File: src/design/mss_ram.sv
`timescale 1ns / 1ps
// ----------------------------------------------------------------------------
// mss_ram
// Simple dual-port RAM: one write port, one read port, registered read data.
// ----------------------------------------------------------------------------
module mss_ram #(
    parameter int DATA_W = 8,
    parameter int DEPTH  = 16,
    localparam int ADDR_W = (DEPTH > 1) ? $clog2(DEPTH) : 1
) (
    input  logic              aclk,
    input  logic              wr_en,
    input  logic [ADDR_W-1:0] wr_addr,
    input  logic [DATA_W-1:0] wr_data,
    input  logic [ADDR_W-1:0] rd_addr,
    output logic [DATA_W-1:0] rd_data
);

    logic [DATA_W-1:0] mem [DEPTH];
    logic [DATA_W-1:0] rd_data_reg;

    // write port and registered read port
    always_ff @(posedge aclk) begin
        if (wr_en) begin
            mem[wr_addr] <= wr_data;
        end
        rd_data_reg <= mem[rd_addr];
    end

    assign rd_data = rd_data_reg;

endmodule

File: config.mk
export PLATFORM = sky130hd
export DESIGN_NAME = mss_ram
export DESIGN_NICKNAME = d
export VERILOG_FILES = /design/src/design/mss_ram.sv
export SDC_FILE = /design/constraint.sdc
export NUM_CORES = 1
export LEC_CHECK = 0
export BUFFER_PORTS_ARGS = -buffer_cell sky130_fd_sc_hd__buf_2
export CORE_ASPECT_RATIO = 1.1
export CORE_MARGIN = 5
export CORE_UTILIZATION = 60
export CTS_CLUSTER_SIZE = 16
export DETAILED_ROUTE_END_ITERATION = 10
export PLACE_DENSITY = 0.86
export SKIP_CTS_REPAIR_TIMING = 1
export SLEW_MARGIN = 20
export SYNTH_ARGS = -nofsm -noshare
export SYNTH_HDL_FRONTEND = slang
export SYNTH_SLANG_ARGS = --single-unit
export TNS_END_PERCENT = 20
File: constraint.sdc
create_clock -name aclk -period 3.4 [get_ports aclk]
set_input_delay 0.17 -clock aclk [delete_from_list [all_inputs] [get_ports aclk]]
set_output_delay 0.17 -clock aclk [all_outputs]
set_load 0.05 [all_outputs]
### Yosys cells after proc, flatten, opt, wreduce, memory -nomap -nowiden

Memories as Yosys holds them, arrays and structs flattened. A register that Yosys moved wholly into a read port is not among the register bits.
Index checks and enable logic that the tools add are counted.

* bits in writable memories: 128
* register bits: 0
* memories: 1
* word-level logic and storage cells: 3

* muxes and demuxes: 2

Memory list
* mem: words 16, width 8, rd ports 1, clocked after memory_dff 1, wr ports 1, RTL line 19 `logic [DATA_W-1:0] mem [DEPTH];`

Operators by type and width (count)
* $mux 1: 2

### Longest topological paths before layout

Gate-level depths: netlist (run 1).

* depth after elaboration: 2
* mapped depth: 5

### Worst setup path before layout (run 1)

OpenSTA, ideal clock, no wires.

* path kind: in2reg
* start point: input port wr_addr[2]
* end point: memory mem[0][0], enable pin
* arrival: 1.280 ns
* library setup time: 0.383 ns
* stages: 2
* slack: 1.737 ns
* cell sequence: or3b_2 > nor3_1

RTL lines
* start, declared: RTL line 13 `input logic [ADDR_W-1:0] wr_addr,`
* end, declared: RTL line 19

No word-level cell before the write port.

==> run_results.csv, run 1 <==
group,metric,value,unit
status,status,"finished, final reports clean",
floorplan,fp-row-count,35,
detailed_routing,detail_route.first_pass.iterations,5,
sta,worst_slack,2.06,ns
sta,timing.slew.headroom,31.7,%
placed_design,pre_cts_slack,1.35,ns
detailed_routing,wl,9.37,mm
synthesis,synth_nets,247,
synthesis,netlist_area,5150,µm²
job,drv_cap,0,
detailed_routing,routedWlPerCell,24.0,µm
worst_setup_path,cp_max_fo,1,
layout,drive_gt1_share,28.7,%
synthesis,avgSynthCellArea,22.5,µm²
sta,post-route-period-util,39.6,%
grt,grt_max_degree,33,
worst_setup_path,cp-end-kind,"register",
clock_network,cts_buffer_depth,2,
layout,fillers,462,
synthesis,synth_xor_area_share,0,%
sta,period_needed,1.34,ns
grt,grt_pass1_wl,14.3,mm
worst_setup_path,startpoint,"mem[10][4]",
clock_network,cts_tree,"yes",
layout,final_util,70.6,%
layout,syn2layout_area_growth,14.7,%
sta,maxSlewViolCount,0,
placed_design,detailed_place_hpwl,5.65,mm
floorplan,start_util,61.5,%
detailed_routing,via_count,2448,
sta,fmax,744,MHz
grt,gr-total-overflow,0,
synthesis,synth_top_family_by_area,"multiplexers",
worst_setup_path,r2r_start,"mem[10][4]",
min_path,hold_class,"in -> reg",
synthesis,yosys.area.top_type,"edfxtp_1",
synthesis,synth_fa_ha_area_share,0,%
worst_setup_path,crit_type,"reg -> reg",
sta,final.setup_skew,0.00740,ns
clock_network,numCtsBuffers,17,
sta,hold_viol,0,
floorplan,io_pins,26,
placed_design,globalplace.congestion,0.739,
synthesis,synth_compound_area_share,2.33,%
synthesis,syn_inst,229,
clock_network,clock_latency,0.52,ns
sta,setup_tns,0,ns
power_and_ir_drop,peakVddDrop,540,µV
synthesis,yosys_warnings,0,
grt,grt_util_all_layers,19.4,%
synthesis,yosys.cell_types.count,19,
placed_design,port_buffers,25,
floorplan,die-area,10500,µm²
synthesis,ys_seq_area_share,77.8,%
clock_network,ctsRootBufferMaster,"clkbuf_8",
synthesis,synth_area_leaders,"edfxtp_1, mux4_2, mux4_1",
sta,setup_viol,0,
layout,regArea,4000,µm²
sta,hold_ws,0.0345,ns
layout,multiInputGateArea,1070,µm²
synthesis,yosysTopAreaCellShare,74.7,%
layout,largest_reg_flops,128,
clock_network,cts_num_sinks,136,
floorplan,die_x,98.3,µm
synthesis,synthSimpleGateAreaFrac,3.18,%
synthesis,synth_mux_area_share,15.0,%
floorplan,coreArea,8360,µm²
sta,rsz0062_at_grt,"no",
worst_setup_path,cp-start-kind,"register",
power_and_ir_drop,p_leak,1.97,nW
floorplan,die_h,107,µm
power_and_ir_drop,pwr_density_cell,632,nW/µm²
detailed_routing,via_per_inst,6.28,
layout,final_nets,284,
layout,num_antenna_cells,0,
detailed_routing,drt_iter0_drc,225,
clock_network,clk_pin_slew_worst_paths,0.06,ns
detailed_routing,drcViolationCount,0,
worst_setup_path,cp.arrival,1.74,ns
sta,tightest_slew,1.02,ns
clock_network,cts_max_level,4,
min_path,min_from,"wr_data[6]",
layout,final_common_cell,"edfxtp_1",
detailed_routing,postRouteAntennaNets,0,
power_and_ir_drop,power,3.73,mW
grt,grt_pass1_vias,2436,
grt,antenna_found_initial,0,
worst_setup_path,required,3.80,ns
synthesis,ys_ff_latch,136,
layout,layout_common_cells,"edfxtp_1, buf_2, mux4_2",
## critical path, cell delays in order, from the launching register on
cell and delay [ns]:
edfxtp_1 0.39, mux4_1 0.53, a22oi_1 0.22, nand2_1 0.08
## per-stage QoR
stage | instance area [µm²] | instances
after floorplan | 5150 | 229
after global placement | 5350 | 358
after detailed placement | 5350 | 358
after CTS | 5900 | 390
after global routing | 5900 | 390
final | 5900 | 390
## cells in the mapped netlist
cell type          n
mux4_1            14
mux4_2            18
buf_2              3
nor2_1            13
nor2b_1            1
buf_4              1
a22oi_1           16
nand3_1            1
nand3b_1           2
dfxtp_1            8
clkdlybuf4s25_2    3
nand2_1            9
nor3_1             4
nand2b_1           2
buf_6              3
or3b_2             1
and2b_1            1
and2_1             1
edfxtp_1         128
## worst paths after layout
| path | to | slack [ns] | depth (start not counted) |
|---|---|---|---|
| hold / removal | mem[0][6] | 0.03 | 1 |
| setup reg to reg | rd_data[4] | 2.06 | 3 |
| setup / recovery | rd_data[4] | 2.06 | 3 |
| hold reg to reg | rd_data[2] | 0.67 | 3 |
## layout make-up
type / instances / area share (%)
clock buffer: 18 / 7.08
clock inverter: 14 / 2.14
multi-input combinational: 83 / 18.1
sequential: 136 / 67.8
tap: 111 / 2.35
timing repair buffer: 28 / 2.50
## where the power goes
| part | internal (mW) | total [mW] | switching (mW) |
|---|---|---|---|
| Sequential | 1.87 | 1.88 | 0.00995 |
| Clock | 0.971 | 1.64 | 0.673 |
| Combinational | 0.0679 | 0.199 | 0.132 |
## routing by layer
metal	vias up	global-route usage (%)	share of wire (%)
li1	1054	-	-
met4	0	6.54	1.1
met2	140	31.0	52
met1	1242	26.0	39
met5	-	0	0
met3	12	5.66	7.9
## logic make-up (layout without fill, tap and decap cells)
| family | count (synthesis) | after routing |
|---|---|---|
| AOI/OAI and AO/OA | 16 | 16 |
| buffers and inverters | 10 | 60 |
| DFF | 136 | 136 |
| muxes | 32 | 32 |
| and+or+nand+nor | 35 | 35 |
No activity file was read; power rests on OpenSTA's default activity.
==> inputs of run 2 (changes only) <==
Clock period 3.4 ns to 1.3 ns, I/O delays scaled along.
==> run_results.csv, run 2 (synthesis gave the netlist of run 1 again) <==
group,metric,value,unit
layout,final_util,75.9,%
status,status,"finished with violations",
floorplan,fp-row-count,35,
sta,hold_viol,0,
placed_design,placed_area,5610,µm²
clock_network,clk_pin_slew_worst_paths,0.06,ns
layout,final_common_cell,"edfxtp_1",
detailed_routing,routedWlPerCell,24.1,µm
clock_network,cts_tree,"yes",
min_path,hold_path_depth,3,
job,drv_cap,0,
sta,rsz0062_at_grt,"yes",
layout,drive_gt1_share,41.1,%
layout,largest_reg_flops,128,
grt,grt_pass1_vias,2634,
grt,gr-total-overflow,0,
worst_setup_path,cp-start-kind,"register",
worst_setup_path,cp_max_fo,1,
clock_network,cts_buffer_depth,2,
detailed_routing,postRouteAntennaNets,0,
layout,layout_common_cells,"edfxtp_1, mux4_2, buf_4",
worst_setup_path,required,1.70,ns
layout,syn2layout_area_growth,23.3,%
grt,grt_max_degree,33,
floorplan,die-area,10500,µm²
sta,post-route-period-util,100,%
sta,period_needed,1.30,ns
detailed_routing,drcViolationCount,0,
layout,fin_cells,427,
clock_network,numCtsBuffers,17,
detailed_routing,drt_iter0_drc,294,
floorplan,die_x,98.3,µm
clock_network,ctsRootBufferMaster,"clkbuf_8",
sta,worst_slack,-0.00352,ns
detailed_routing,via_count,2631,
power_and_ir_drop,peakVddDrop,1610,µV
floorplan,io_pins,26,
floorplan,coreArea,8360,µm²
layout,num_antenna_cells,0,
layout,fin_area,6350,µm²
power_and_ir_drop,p_leak,2.17,nW
detailed_routing,wl,10.3,mm
worst_setup_path,r2r-end,"rd_data[6]",
grt,antenna_found_initial,0,
placed_design,globalplace.congestion,0.754,
worst_setup_path,reg2reg_depth,3,
grt,grt_util_all_layers,21.4,%
status,failed_checks,"negative setup slack",
sta,final.setup_skew,0.00408,ns
sta,fmax,767,MHz
placed_design,place_inst,387,
clock_network,clock_latency,0.52,ns
min_path,whs_endpoint,"mem[0][6]",
worst_setup_path,cp.arrival,1.71,ns
sta,setup_viol,1,
worst_setup_path,reg2reg_slack,-0.004,ns
min_path,min_from,"wr_addr[1]",
floorplan,start_util,61.5,%
worst_setup_path,cp-end-kind,"register",
placed_design,detailed_place_hpwl,6.08,mm
worst_setup_path,r2r_start,"mem[3][6]",
floorplan,die_h,107,µm
power_and_ir_drop,pwr_density_cell,1680,nW/µm²
detailed_routing,detail_route.first_pass.iterations,5,
clock_network,cts_max_level,4,
grt,grt_pass1_wl,15.8,mm
sta,maxSlewViolCount,0,
worst_setup_path,crit_type,"reg -> reg",
sta,timing.slew.headroom,38.8,%
detailed_routing,via_per_inst,6.16,
clock_network,cts_num_sinks,136,
placed_design,port_buffers,25,
sta,tightest_slew,0.916,ns
min_path,hold_class,"in -> reg",
sta,hold_ws,0.0875,ns
layout,final_nets,321,
## run 2: cell types whose count changed in the layout (fill, tap and decap cells not counted), sizes merged
cell,before,now
clkinv,5,3
inv,3,0
clkinvlp,5,4
clkbuf,18,20
dlygate4sd3,0,8
bufinv,1,5
buf,28,57
## run 2: through the flow
step	setup WS, ns	setup TNS [ns]	total power [mW]
global placement	-0.175	-0.929	5.57
detailed placement	-0.191	-1.32	5.59
CTS	-0.0704	-0.244	10.7
global route	-0.0457	-0.146	11.0
floorplan	-0.0311	-0.863	5.37
finish	-0.00352	-0.00352	10.7
## run 2: power by group
| part | internal [mW] | switching (mW) | leakage (nW) |
|---|---|---|---|
| clock | 3.40 | 1.73 | 0.303 |
| sequential | 4.90 | 0.0335 | 1.22 |
| combinational | 0.248 | 0.375 | 0.644 |
## run 2: worst max path at each step
stage,startpoint,to,depth (start not counted)
global route,mem[11][6],rd_data[6],3
global placement,rd_addr[0],rd_data[5],6
floorplan,wr_addr[2],mem[3][0],2
CTS,mem[10][6],rd_data[6],3
detailed placement,rd_addr[0],rd_data[5],5
finish,mem[3][6],rd_data[6],3
## run 2: layout make-up
type / count / area [µm²]
repair buffers: 65 / 483
well taps: 111 / 139
multi-input cells: 83 / 1080
fillers: 427 / 2020
clock buffers: 20 / 445
clock inverters: 12 / 199
flip-flops and latches: 136 / 4000
## run 2: critical path: stages, from the launching register on
cell	delay, ns
edfxtp_1	0.37
mux4_2	0.48
a22oi_1	0.23
nand2_1	0.10
## run 2: metal layers
layer,vias up,global-route usage (%),share of wire [%]
met5,-,0,0
met4,0,8.78,1.9
met3,20,4.88,8.4
met2,160,34.5,50
met1,1337,28.5,39
li1,1114,-,-
